==> src/sv/qswc_pkg.sv <==
// qswc_pkg: shared constants, types and helper functions for the QPSK sync word correlator.
// No dependencies; every RTL file of the block imports it.
`default_nettype none

package qswc_pkg;

  localparam int FRAME_MAX     = 16384;
  localparam int WINDOW_LEN    = 64;
  localparam int PATTERN_COUNT = 8;

  localparam int SAMPLE_W  = 8;
  localparam int SCORE_W   = 7;
  localparam int POS_W     = 14;
  localparam int IDX_W     = 3;
  localparam int CNT_W     = $clog2(FRAME_MAX + WINDOW_LEN + 1);
  localparam int CFG_IDX_W = 2;

  localparam int QUEUE_DEPTH = 4;
  localparam int QPTR_W      = $clog2(QUEUE_DEPTH);

  localparam logic [SAMPLE_W-1:0]   HARD_ONE_MAX     = 8'd127;
  localparam logic [SCORE_W-1:0]    DETECT_LIMIT_RST = 7'd55;
  localparam logic [WINDOW_LEN-1:0] MASK_EVEN        = {8{8'h55}};

  typedef enum logic [CFG_IDX_W-1:0] {
    CFG_SYNC_WORD    = 2'd0,
    CFG_DETECT_LIMIT = 2'd1
  } cfg_reg_e;

  typedef enum logic {
    ITEM_SCORE = 1'b0,
    ITEM_LAST  = 1'b1
  } item_kind_e;

  typedef struct packed {
    item_kind_e              kind;
    logic [POS_W-1:0]        start;
    logic [WINDOW_LEN-1:0]   window;
  } q_entry_t;

  typedef struct packed {
    logic               found;
    logic [IDX_W-1:0]   pattern_index;
    logic [POS_W-1:0]   best_position;
    logic [SCORE_W-1:0] peak_score;
    logic               early_hit;
  } result_t;

  function automatic logic [WINDOW_LEN-1:0] phase_turn(input logic [WINDOW_LEN-1:0] x);
    return (((x & MASK_EVEN) ^ MASK_EVEN) << 1) | ((x & ~MASK_EVEN) >> 1);
  endfunction

  function automatic logic [WINDOW_LEN-1:0] iq_swap(input logic [WINDOW_LEN-1:0] x);
    return ((x & MASK_EVEN) << 1) | ((x & ~MASK_EVEN) >> 1);
  endfunction

  // n[2] picks the IQ-swapped word, n[1:0] the QPSK phase
  function automatic logic [WINDOW_LEN-1:0] pattern_of(input logic [WINDOW_LEN-1:0] sw,
                                                       input logic [IDX_W-1:0]      n);
    logic [WINDOW_LEN-1:0] r;
    r = n[2] ? iq_swap(sw) : sw;
    if (n[0]) begin
      r = phase_turn(r);
    end
    if (n[1]) begin
      r = ~r;
    end
    return r;
  endfunction

  function automatic logic [SCORE_W-1:0] ones_count(input logic [WINDOW_LEN-1:0] x);
    logic [SCORE_W-1:0] c;
    c = '0;
    for (int i = 0; i < WINDOW_LEN; i++) begin
      c = c + SCORE_W'(x[i]);
    end
    return c;
  endfunction

endpackage

`default_nettype wire

==> src/sv/qswc_front.sv <==
// qswc_front: hard decision, sample window and window classification.
// Depends on qswc_pkg; feeds qswc_queue.
`default_nettype none

module qswc_front (
  input  wire logic                          clk_i,
  input  wire logic                          rst_ni,
  input  wire logic                          in_valid_i,
  input  wire logic [qswc_pkg::SAMPLE_W-1:0] soft_sample_i,
  input  wire logic                          frame_end_i,
  input  wire logic                          q_full_i,
  output      logic                          in_stall_o,
  output      logic                          push_o,
  output      qswc_pkg::q_entry_t            entry_o
);
  import qswc_pkg::*;

  logic [WINDOW_LEN-1:0] window_q, window_d;
  logic [CNT_W-1:0]      count_q, count_d;
  logic [CNT_W-1:0]      start_full;
  logic                  accept, hard_bit, in_range;

  assign in_stall_o = q_full_i;
  assign accept     = in_valid_i && !q_full_i;
  assign hard_bit   = (soft_sample_i <= HARD_ONE_MAX);
  assign window_d   = {window_q[WINDOW_LEN-2:0], hard_bit};
  assign start_full = count_q - CNT_W'(WINDOW_LEN - 1);
  // window complete and its start below the frame limit
  assign in_range   = (count_q >= CNT_W'(WINDOW_LEN - 1)) &&
                      (count_q <  CNT_W'(FRAME_MAX + WINDOW_LEN - 1));

  always_comb begin
    count_d = count_q;
    if (count_q < CNT_W'(FRAME_MAX + WINDOW_LEN)) begin
      count_d = count_q + CNT_W'(1);
    end
  end

  assign push_o        = accept && (frame_end_i || in_range);
  assign entry_o.kind   = frame_end_i ? ITEM_LAST : ITEM_SCORE;
  assign entry_o.start  = start_full[POS_W-1:0];
  assign entry_o.window = window_d;

  always_ff @(posedge clk_i or negedge rst_ni) begin
    if (!rst_ni) begin
      window_q <= '0;
      count_q  <= '0;
    end else if (accept) begin
      if (frame_end_i) begin
        window_q <= '0;
        count_q  <= '0;
      end else begin
        window_q <= window_d;
        count_q  <= count_d;
      end
    end
  end

endmodule

`default_nettype wire

==> config.mk <==
export PLATFORM = sky130hd
export DESIGN_NAME = qswc_front
export DESIGN_NICKNAME = d
export VERILOG_FILES = /design/src/sv/qswc_pkg.sv /design/src/sv/qswc_front.sv
export SDC_FILE = /design/constraint.sdc
export NUM_CORES = 1
export LEC_CHECK = 0
export BUFFER_PORTS_ARGS = -buffer_cell sky130_fd_sc_hd__clkbuf_2
export CAP_MARGIN = 40
export CELL_PAD_IN_SITES_DETAIL_PLACEMENT = 2
export CELL_PAD_IN_SITES_GLOBAL_PLACEMENT = 2
export CORE_ASPECT_RATIO = 1.25
export CORE_MARGIN = 4
export CORE_UTILIZATION = 33
export CTS_CLUSTER_DIAMETER = 200
export DETAILED_ROUTE_END_ITERATION = 8
export PLACE_DENSITY_LB_ADDON = 0.3
export SYNTH_ARGS = -nofsm -noshare
export SYNTH_HDL_FRONTEND = slang
export SYNTH_SLANG_ARGS = --single-unit
==> constraint.sdc <==
create_clock -name clk_i -period 5.8 [get_ports clk_i]
set_input_delay 1.74 -clock clk_i [delete_from_list [all_inputs] [get_ports clk_i]]
set_output_delay 1.74 -clock clk_i [all_outputs]
set_load 0.1 [all_outputs]
==> qor.yml <==
run_status:
  outcome: "complete, no violations"
placed_design:
  dp_slack_ns: 1.22
  place_hpwl_mm: 7.08
  port_buffers: 86
  gp_congestion: 0.729
  place_inst: 598
global_route:
  overflow: 0
  grt_pass1_wl_mm: 17.8
  grt_max_degree: 99
  antenna_found_initial: 0
  grt_usage_pct: 17.4
  first_global_vias: 3453
worst_setup_path:
  crit_type: "input port to output pin"
  worstPathArrival_ns: 2.84
  end_kind: "output pin"
  crit_fanout: 4
  required_ns: 4.06
  startpoint_type: "input port"
  r2r_setup_slack_ns: 3.63
routing:
  remaining_drc_errors: 0
  wl_per_cell_um: 17.0
  via_count: 3185
  vias_per_cell: 5.20
  antenna_left: 0
  drtPass1Iterations: 4
  routed_wl_mm: 10.4
  drtIter0Drc: 92
clock_network:
  cts_tree: "built"
  h-tree-depth: 3
  cts_inserted_buffers: 9
  clock_path_buffers: 2
  hold_buffers: 0
  clk_pin_slew_ns: 0.06
  cts_sinks: 78
  worstSkewPairLatency_ns: 0.33
  cts_resized: 0
  cts-root-buf: "clkbuf_16"
  cts_setup_buffers: 0
synthesis:
  yosys-top-cells-area: "dfrtp_1 54%, nand2_1 14%, o21ai_0 9.9%"
  synthDistinctLibCells: 42
  yosysTopAreaCellShare_pct: 54.3
  synth_area_per_cell_um2: 8.76
  ys_ff_latch: 78
  postSynthCellCount: 410
  synth_edf_count: 0
  synth_nets: 424
  synth-main-ff-cell: "dfrtp_1"
  seq_area_frac_synth_pct: 54.3
  yosysWarnings: 0
  yosys.area.top_type: "dfrtp_1"
  syn_area_um2: 3590
  async_flop_share_pct: 100
floorplanning:
  row_count: 42
  fp.dieH_um: 125
  ios: 94
  die_width_um: 101
  core_area_um2: 10600
  fp.dieArea_um2: 12600
  initial_core_util_pct: 33.9
sta:
  final.setup.tns_ns: 0
  fin_crit_sh_pct: 79.0
  hold_violations: 0
  skew_ns: 0.00722
  hold_ws_ns: 0.489
  fin_crit_ns: 4.58
  setup_ws_ns: 1.22
  grt_setup_unrepaired: "false"
  timing.fmax_ghz: 0.218
  setup_viol: 0
  relSlewSlack_pct: 44.3
  tightest_slew_ns: 0.836
  final_max_slew_viol_count: 0
final_layout:
  layout.cells.non_filler: 613
  antenna_cells: 0
  multi_input_area_um2: 1480
  fin_nets: 491
  seqCellArea_um2: 1950
  fillers: 1205
  area.growth.synth_to_final_pct: 23.0
  drive_gt1_share_pct: 23.3
power_and_ir_drop:
  p_leak_nw: 2.07
  ir_drop_mv: 0.153
  p_per_area_nw_per_um2: 282
flow_run:
  max_cap_viol_count: 0
min_path:
  hold_path_class: "flip-flop to flip-flop"
## cell type report
cell class              instances  area share (%)
clock inverters                 4            1.08
multi-input cells             292            33.6
clock buffers                  11            5.49
inverters                       5           0.425
well taps                     132            3.74
repair buffers                 91            11.6
flip-flops and latches         78            44.2
## cell families after synthesis
kind of cell | after synthesis | synth area share, %
adder cells (fa/ha/maj) | 1 | 0.348
buffers and inverters | 40 | 4.80
AO/OA/AOI/OAI | 100 | 16.1
flip-flops | 78 | 54.3
XOR/XNOR | 10 | 2.44
AND/OR/NAND/NOR | 181 | 22.0
## cells in the final DEF (no fill, tap or decap), types with 3 or more instances in the layout
cell,Yosys,final
nor2_1,9,9
buf_4,3,4
o41ai_1,5,5
nand4_1,3,3
nand2_1,137,137
xor2_1,3,3
dfrtp_1,78,78
a21oi_1,3,3
nand3_1,12,12
o31ai_1,10,10
o21ai_0,71,71
inv_1,5,4
xnor2_1,7,7
clkbuf_2,1,85
clkbuf_16,0,9
## path summary, 6_finish.rpt
check | startpoint | end | cells past startpoint
max | frame_end_i | push_o | 5
min | window_q[62] | window_q[62] | 2
max reg2reg | count_q[6] | count_q[12] | 4
min reg2reg | window_q[62] | window_q[62] | 2
max in group asynchronous | rst_ni | window_q[56] | 2
min in group asynchronous | rst_ni | window_q[8] | 1
## power by group
part           switching (W)  internal (W)  leakage (nW)
clock               0.000215      0.000341         0.141
combinational       0.000113     0.0000207         0.845
sequential        0.00000662      0.000550          1.09
## sequential cells by signal, indices dropped and copies added (netlist names)
signal	count
count_q	15
window_q	63
## critical path, cell delays in order
cell and delay (ns):
clkbuf_2 0.12, nand2b_1 0.15, a31oi_1 0.07, a311oi_2 0.26
clkbuf_2 0.49
## through the flow
stage	util (%)	power, W	instance area (um2)
finish	41.6	0.00125	4420
global route	41.6	0.00130	4420
CTS	41.6	0.00126	4420
detailed placement	38.9	0.000703	4130
global placement	38.4	0.000695	4070
floorplan	-	0.000666	3600
## cell usage after synthesis, types with 2 or more instances
cell type	count
and4_1	2
xor2_1	3
and3_1	2
nor2_1	9
nand2_1	137
o41ai_1	5
o31a_1	2
xnor2_1	7
buf_1	2
o31ai_1	10
inv_1	5
and2_1	2
or4_1	2
a31oi_1	2
nand4_1	3
a21oi_1	3
buf_2	2
buf_4	3
dfrtp_1	78
nand3_1	12
nand2b_1	3
o21ai_0	71
clkbuf_1	26
## per-layer routing
| metal | share of wire [%] | global-route usage (%) |
|---|---|---|
| met5 | 0 | 0 |
| met4 | 1.3 | 5.79 |
| met3 | 3.8 | 3.31 |
| met2 | 51 | 29.7 |
| met1 | 44 | 21.8 |
No activity file was read; power rests on OpenSTA's default activity.
