<file path="config.mk">
export PLATFORM = sky130hd
export DESIGN_NAME = qswc_queue
export DESIGN_NICKNAME = d
export VERILOG_FILES = /design/src/sv/qswc_pkg.sv /design/src/sv/qswc_queue.sv
export SDC_FILE = /design/constraint.sdc
export NUM_CORES = 1
export LEC_CHECK = 0
export BUFFER_PORTS_ARGS = -buffer_cell sky130_fd_sc_hd__buf_4
export CELL_PAD_IN_SITES_DETAIL_PLACEMENT = 0
export CELL_PAD_IN_SITES_GLOBAL_PLACEMENT = 1
export CORE_UTILIZATION = 31
export DETAILED_ROUTE_END_ITERATION = 8
export GPL_ROUTABILITY_DRIVEN = 0
export HOLD_SLACK_MARGIN = 0.05
export PLACE_DENSITY_LB_ADDON = 0.1
export SLEW_MARGIN = 20
export SYNTH_ARGS = -nofsm -noshare
export SYNTH_HDL_FRONTEND = slang
export SYNTH_SLANG_ARGS = --single-unit
</file>
<file path="constraint.sdc">
create_clock -name clk_i -period 4.25 [get_ports clk_i]
set_input_delay 0.2125 -clock clk_i [delete_from_list [all_inputs] [get_ports clk_i]]
set_output_delay 0.2125 -clock clk_i [all_outputs]
set_load 0.02 [all_outputs]
</file>
<file path="src/sv/qswc_pkg.sv">
// qswc_pkg: shared constants, types and helper functions for the QPSK sync word correlator.
// No dependencies; every RTL file of the block imports it.
`default_nettype none

package qswc_pkg;

  localparam int FRAME_MAX     = 16384;
  localparam int WINDOW_LEN    = 64;
  localparam int PATTERN_COUNT = 8;

  localparam int SAMPLE_W  = 8;
  localparam int SCORE_W   = 7;
  localparam int POS_W     = 14;
  localparam int IDX_W     = 3;
  localparam int CNT_W     = $clog2(FRAME_MAX + WINDOW_LEN + 1);
  localparam int CFG_IDX_W = 2;

  localparam int QUEUE_DEPTH = 4;
  localparam int QPTR_W      = $clog2(QUEUE_DEPTH);

  localparam logic [SAMPLE_W-1:0]   HARD_ONE_MAX     = 8'd127;
  localparam logic [SCORE_W-1:0]    DETECT_LIMIT_RST = 7'd55;
  localparam logic [WINDOW_LEN-1:0] MASK_EVEN        = {8{8'h55}};

  typedef enum logic [CFG_IDX_W-1:0] {
    CFG_SYNC_WORD    = 2'd0,
    CFG_DETECT_LIMIT = 2'd1
  } cfg_reg_e;

  typedef enum logic {
    ITEM_SCORE = 1'b0,
    ITEM_LAST  = 1'b1
  } item_kind_e;

  typedef struct packed {
    item_kind_e              kind;
    logic [POS_W-1:0]        start;
    logic [WINDOW_LEN-1:0]   window;
  } q_entry_t;

  typedef struct packed {
    logic               found;
    logic [IDX_W-1:0]   pattern_index;
    logic [POS_W-1:0]   best_position;
    logic [SCORE_W-1:0] peak_score;
    logic               early_hit;
  } result_t;

  function automatic logic [WINDOW_LEN-1:0] phase_turn(input logic [WINDOW_LEN-1:0] x);
    return (((x & MASK_EVEN) ^ MASK_EVEN) << 1) | ((x & ~MASK_EVEN) >> 1);
  endfunction

  function automatic logic [WINDOW_LEN-1:0] iq_swap(input logic [WINDOW_LEN-1:0] x);
    return ((x & MASK_EVEN) << 1) | ((x & ~MASK_EVEN) >> 1);
  endfunction

  // n[2] picks the IQ-swapped word, n[1:0] the QPSK phase
  function automatic logic [WINDOW_LEN-1:0] pattern_of(input logic [WINDOW_LEN-1:0] sw,
                                                       input logic [IDX_W-1:0]      n);
    logic [WINDOW_LEN-1:0] r;
    r = n[2] ? iq_swap(sw) : sw;
    if (n[0]) begin
      r = phase_turn(r);
    end
    if (n[1]) begin
      r = ~r;
    end
    return r;
  endfunction

  function automatic logic [SCORE_W-1:0] ones_count(input logic [WINDOW_LEN-1:0] x);
    logic [SCORE_W-1:0] c;
    c = '0;
    for (int i = 0; i < WINDOW_LEN; i++) begin
      c = c + SCORE_W'(x[i]);
    end
    return c;
  endfunction

endpackage

`default_nettype wire

</file>
<file path="src/sv/qswc_queue.sv">
// qswc_queue: short FIFO of classified windows between front and back.
// Depends on qswc_pkg.
`default_nettype none

module qswc_queue (
  input  wire logic               clk_i,
  input  wire logic               rst_ni,
  input  wire logic               push_i,
  input  wire qswc_pkg::q_entry_t entry_i,
  output      logic               full_o,
  output      logic               valid_o,
  output      qswc_pkg::q_entry_t entry_o,
  input  wire logic               pop_i
);
  import qswc_pkg::*;

  q_entry_t          mem_q [QUEUE_DEPTH];
  logic [QPTR_W-1:0] wr_ptr_q, rd_ptr_q;
  logic [QPTR_W:0]   fill_q;
  logic              do_push, do_pop;

  assign full_o  = (fill_q == (QPTR_W+1)'(QUEUE_DEPTH));
  assign valid_o = (fill_q != '0);
  assign entry_o = mem_q[rd_ptr_q];
  assign do_push = push_i && !full_o;
  assign do_pop  = pop_i && valid_o;

  always_ff @(posedge clk_i) begin
    if (do_push) begin
      mem_q[wr_ptr_q] <= entry_i;
    end
  end

  always_ff @(posedge clk_i or negedge rst_ni) begin
    if (!rst_ni) begin
      wr_ptr_q <= '0;
      rd_ptr_q <= '0;
      fill_q   <= '0;
    end else begin
      if (do_push) begin
        wr_ptr_q <= wr_ptr_q + QPTR_W'(1);
      end
      if (do_pop) begin
        rd_ptr_q <= rd_ptr_q + QPTR_W'(1);
      end
      unique case ({do_push, do_pop})
        2'b10:   fill_q <= fill_q + (QPTR_W+1)'(1);
        2'b01:   fill_q <= fill_q - (QPTR_W+1)'(1);
        default: fill_q <= fill_q;
      endcase
    end
  end

endmodule

`default_nettype wire

</file>
==> impl_metrics.tcl, run 1 <==
set metrics [dict create \
    synth-seq-cells 323 \
    ir_drop_v 0.000278 \
    grt_pass1_wl_um 38700 \
    clock_power_share_pct 27.9 \
    clockBufferDepth 3 \
    ant_nets 0 \
    clock_latency_ns 0.50 \
    p_leak_nw 5.38 \
    rows 71 \
    die_h_um 198 \
    groute.usage.overall_pct 13.5 \
    intPower_mw 7.82 \
    final_nets 815 \
    p_total_mw 11.2 \
    p_sw_share_pct 30.3 \
    postCtsSetupBuffers 0 \
    cp-start-kind "flip-flop" \
    syn_nets 539 \
    holdCritPathClass "input port to flip-flop" \
    holdPathStages 3 \
    drt-initial-drc-count 324 \
    p_switching_mw 3.41 \
    firstDrtPassIters 6 \
    crit_path_end_kind "primary output" \
    final-seq-area_mm2 0.00967 \
    finClkSkew_ns 0.0163 \
    antenna_found_initial 1 \
    fillers 3355 \
    path_class "flip-flop to primary output" \
    hold_ws_ns 0.140 \
    cts-buffers-inserted 36 \
    coreArea_mm2 0.0378 \
    cts.sinks 323 \
    vias 5596 \
    comb_power_share_pct 31.6 \
    tightest_slew_ns 1.00 \
    min_period_ns 2.87 \
    rsz0062_at_grt "no" \
    grt-ovfl-total 0 \
    drcViolationCount 0 \
    cts-htree-levels 2 \
    die_area_mm2 0.0392 \
    hold_start "pop_i" \
    yosysTopAreaCell "edfxtp_1" \
    multi_input_area_mm2 0.00201 \
    setup_ws_ns 1.38 \
    syn_area_mm2 0.0119 \
    grt_max_degree 63 \
    wl_per_cell_um 20.3 \
    tns_ns 0 \
    syn_inst 450 \
    maxSlewViolCount 0 \
    crit_fanout 37 \
    timing.rr.end "mem_q[2][65]" \
    avgSynthCellArea_um2 26.5 \
    r2r_cells 4 \
    die_w_um 198 \
    maxCapViolCount 0 \
    clk_pin_slew_ns 0.06 \
    worstHoldEndpoint "rd_ptr_q[0]" \
    synth.area.top_cells "edfxtp_1, mux4_2, dfrtp_1" \
    ys_types 21 \
    worstReg2RegStart "fill_q[2]" \
    seqPwrFrac_pct 40.5 \
    io_buffer_count 163 \
    yosysSeqAreaShare_pct 81.2 \
    powerDensity_mw_per_mm2 715 \
    cts_tree "built" \
    setup_viol 0 \
    post_drt_via_cell_ratio 4.43 \
    root_buffer "clkbuf_16" \
    io_pins 164 \
    finalHoldViolations 0 \
    place_ws_ns 1.73 \
    dpl.hpwl_um 15700 \
    wl_um 25600 \
    rrSetupSlack_ns 1.78 \
    yosys_warnings 0 \
    crit_required_ns 4.04 \
    cp.arrival_ns 2.66 \
    slew-limit-headroom_pct 33.1 \
    post-route-period-util_pct 67.5 \
    fmaxAchievable_mhz 349 \
    layout-drive-gt1-share_pct 41.4 \
    synth_top_area_share_pct 79.7 \
    status "finished clean" \
    grt_pass1_vias 6265 \
    initial_core_util_pct 31.5 \
    area_growth_pct 31.9 \
]
-- power by group through the flow --
stage / Sequential [mW] / Combinational, mW / Clock, mW
final: 4.55 / 3.55 / 3.13
after global routing: 4.63 / 3.81 / 3.35
after CTS: 4.58 / 3.68 / 3.23
after detailed placement: 4.65 / 3.61 / 0
after global placement: 4.69 / 3.49 / 0
after floorplan: 4.41 / 2.43 / 0
-- layout by cell type (no fill, tap or decap), types with 2 or more instances in the layout --
| master | n |
|---|---|
| clkbuf_1 | 8 |
| xor2_1 | 3 |
| clkinv_2 | 3 |
| dfrtp_4 | 2 |
| buf_4 | 173 |
| clkbuf_16 | 37 |
| clkinvlp_4 | 2 |
| xnor2_1 | 3 |
| ha_1 | 5 |
| inv_1 | 6 |
| dlygate4sd3_1 | 81 |
| clkinv_1 | 7 |
| mux4_2 | 79 |
| and2_4 | 4 |
| bufinv_16 | 6 |
| dfrtp_1 | 5 |
| edfxtp_1 | 316 |
-- cell families (layout without fill, tap and decap cells) --
kind of cell    after synthesis  in the layout  share of synthesized area, %
other cells                   0              1                             0
flops                       323            323                          81.2
buf+inv                      24            325                          2.00
compound gates                1              1                        0.0736
fa+ha+maj                     6              6                         0.694
simple gates                  9              9                         0.504
mux                          81             81                          15.1
xor+xnor                      6              6                         0.441
-- state kept, by name (all words and copies together) (netlist names) --
register,cells
wr_ptr_q,2
mem_q,316
fill_q,3
rd_ptr_q,2
-- worst max-delay path by stage --
stage / startpoint / endpoint / slack (ns) / depth (start not counted)
floorplan: fill_q[2] / mem_q[0][0] / 1.10 / 3
global placement: rd_ptr_q[0] / entry_o[11] / 1.79 / 3
detailed placement: fill_q[2] / mem_q[3][10] / 1.73 / 4
CTS: rd_ptr_q[0] / entry_o[11] / 1.25 / 3
global route: rd_ptr_q[0] / entry_o[11] / 1.14 / 3
finish: rd_ptr_q[0] / entry_o[0] / 1.38 / 3
-- through the flow --
step / utilization, % / cell area [um2] / std cells
2_1_floorplan: - / 11900 / 450
3_3_place_gp: 36.2 / 13700 / 1117
3_5_place_dp: 36.3 / 13700 / 1118
4_1_cts: 41.6 / 15700 / 1262
5_1_grt: 41.6 / 15700 / 1263
6_report: 41.6 / 15700 / 1263
-- cells in the mapped netlist --
cell / n
edfxtp_1: 316
mux4_2: 79
buf_12: 8
buf_2: 8
dfrtp_1: 7
inv_1: 6
ha_1: 5
and2_1: 4
xnor2_1: 3
xor2_1: 3
buf_6: 1
clkbuf_1: 1
fa_1: 1
mux2_2: 1
mux2i_1: 1
nand2_1: 1
nor2_1: 1
nor2b_2: 1
nor3b_2: 1
o31a_1: 1
or3_1: 1
-- worst max-delay path, cell delays in order, from the launching register on --
cell	delay, ns
dfrtp_4	0.95
buf_4	0.44
mux4_2	0.56
buf_4	0.17
-- final cells by class --
type                    instances  area share [%]
flip-flops and latches        323            61.6
repair buffers                256            13.7
multi-input cells             103            12.8
clock buffers                  45            6.09
well taps                     511            4.07
clock inverters                18            1.51
inverters                       6           0.143
diodes                          1          0.0159
-- metal layers --
layer	vias up	routed length (um)	GRT usage [%]	share of wire, %
li1	2484	-	-	-
met1	2948	11000	17.6	43
met2	128	12800	22.6	50
met3	36	1390	3.17	5.4
met4	0	468	3.59	1.8
met5	-	0	0	0
-- timing repair --
| item | 4_1_cts | 5_1_grt |
|---|---|---|
| endpoints found under the hold margin | 323 | 0 |
| hold buffers | 81 | 0 |
| gates resized for setup | 0 | 0 |
Power figures use the tool's default switching activity.
==> run 2: changes to the inputs <==
Clock period 4.25 ns to 2.4 ns, I/O delays scaled along.
==> run 2 against run 1 <==
Worst hold slack improved by 0.20 ns. Via count grew 0.48%. Final cell count is 0.40% higher. Routed wire length shrank 2.1%. Combinational power grew 88%. First-iteration DRC count fell by 47%. Flip-flop and latch count did not move. Die area unchanged. Highest routed layer unchanged. Critical endpoint is now entry_o[44]. Clock skew is 0.0060 ns lower. Global-route usage down 0.16 points. Sequential share of layout area decreased by 0.38 points. Clock-buffer cell count grew 11.
==> impl_metrics.tcl, run 2 (synthesized netlist as in run 1, its figures left out) <==
set metrics [dict create \
    layout_commonest_cell "edfxtp_1" \
    grt_pass1_vias 6421 \
    crit_fanout 31 \
    grt_pass1_wl_um 38400 \
    status "finished clean" \
    cts.sinks 323 \
    cts-htree-levels 2 \
    coreArea_mm2 0.0378 \
    rsz0062_at_grt "no" \
    die_h_um 198 \
    tightest_slew_ns 0.487 \
    die_w_um 198 \
    cts-buffers-inserted 37 \
    powerDensity_mw_per_mm2 1260 \
    crit_required_ns 2.28 \
    multi_input_area_mm2 0.00201 \
    largest_reg_flops 316 \
    timing.rr.end "fill_q[2]" \
    rrSetupSlack_ns 0.38 \
    p_leak_nw 5.42 \
    io_buffer_count 163 \
    path_class "flip-flop to primary output" \
    wl_per_cell_um 19.8 \
    min_period_ns 2.19 \
    worstReg2RegStart "fill_q[0]" \
    crit_family "flip-flops" \
    vias 5623 \
    antenna_found_initial 1 \
    layout-drive-gt1-share_pct 41.3 \
    final_nets 820 \
    groute.usage.overall_pct 13.3 \
    clockBufferDepth 3 \
    finClkSkew_ns 0.0102 \
    io_pins 164 \
    cp-start-kind "flip-flop" \
    critPathBufInv 2 \
    slew-limit-headroom_pct 67.5 \
    top_regs "mem_q: 316 flops, fill_q: 3 flops" \
    final-seq-area_mm2 0.00967 \
    dpl.hpwl_um 14600 \
    fmaxAchievable_mhz 458 \
    clock_latency_ns 0.51 \
    maxSlewViolCount 0 \
    cts_tree "built" \
    ant_nets 0 \
    holdCritPathClass "input port to flip-flop" \
    cp.arrival_ns 2.07 \
    p_total_mw 19.9 \
    tns_ns 0 \
    wl_um 25100 \
    slowest_stage "dfrtp_4" \
    initial_core_util_pct 31.5 \
    drcViolationCount 0 \
    ir_drop_v 0.000486 \
    post_drt_via_cell_ratio 4.43 \
    crit_chain "buf_12 -> mux4_2 -> buf_4" \
    crit_path_end_kind "primary output" \
    hold_ws_ns 0.344 \
    post-route-period-util_pct 91.1 \
    largest-register "mem_q" \
    clk_pin_slew_ns 0.06 \
    r2r_cells 9 \
    slowest_delay_ns 0.67 \
    cp-endpoint "entry_o[44]" \
    grt_max_degree 54 \
    die_area_mm2 0.0392 \
    finalHoldViolations 0 \
    root_buffer "clkbuf_16" \
    crit_start "rd_ptr_q[1]" \
    firstDrtPassIters 4 \
    area_growth_pct 32.7 \
    rows 71 \
    drt-initial-drc-count 173 \
    setup_viol 0 \
    fillers 3345 \
    grt-ovfl-total 0 \
    final_cell_mix "edfxtp_1, buf_4, dlygate4sd3_1" \
    maxCapViolCount 0 \
    crit_cells 3 \
]
==> run 2: worst reg2reg max path: stages (launching register included) <==
cell and delay [ns]:
dfrtp_1 0.43, nor3b_2 0.25, nor2b_2 0.12, inv_1 0.09, ha_1 0.19, inv_1 0.06
fa_1 0.37, xor2_1 0.15, nor2_1 0.11, xor2_1 0.17
==> run 2: final cells by class <==
class	instances	share of cell area, %
inverter	6	0.143
clock buffer	56	6.65
sequential	323	61.2
tap	511	4.05
clock inverter	8	0.768
timing repair buffer	260	14.4
multi-input combinational	103	12.8
antenna	1	0.0158
==> run 2: report_power, final <==
group / leakage [nW] / total [mW] / internal [mW] / switching (mW)
Clock: 0.567 / 5.41 / 3.34 / 2.08
Combinational: 1.88 / 6.69 / 3.06 / 3.63
Sequential: 2.97 / 7.82 / 7.47 / 0.350
Total: 5.42 / 19.9 / 13.9 / 6.05
==> run 2: routing by layer <==
metal | vias to the layer above | wire length, um | global-route usage [%]
met3 | 33 | 1240 | 3.20
met1 | 2977 | 10500 | 16.5
met4 | 0 | 457 | 4.08
met5 | - | 0 | 0
li1 | 2492 | - | -
met2 | 121 | 13000 | 23.0
==> run 2: worst min path at each step <==
stage | cells past startpoint | slack [ns] | start | end
after detailed placement | 1 | -0.05 | rst_ni | fill_q[2]
final | 2 | 0.34 | entry_i[74] | mem_q[3][74]
after CTS | 2 | 0.31 | entry_i[8] | mem_q[2][8]
after floorplan | 0 | -0.18 | rst_ni | fill_q[0]
after global placement | 1 | -0.06 | rst_ni | fill_q[0]
after global routing | 2 | 0.32 | entry_i[8] | mem_q[2][8]
==> run 2: per-stage QoR <==
stage	area, um2	setup slack [ns]	utilization, %	cells
after floorplan	11900	0.114	-	450
after global placement	13800	0.464	36.5	1119
after detailed placement	13800	0.404	36.5	1119
after CTS	15800	0.155	41.8	1267
after global routing	15800	0.112	41.8	1268
final	15800	0.215	41.8	1268
==> run 2: repair_timing <==
action / CTS / global route
setup buffers: 1 / 0
setup endpoints to repair: 14 / 0
resized for setup: 2 / 0
hold buffers: 83 / 0
endpoints found under the hold margin: 326 / 0
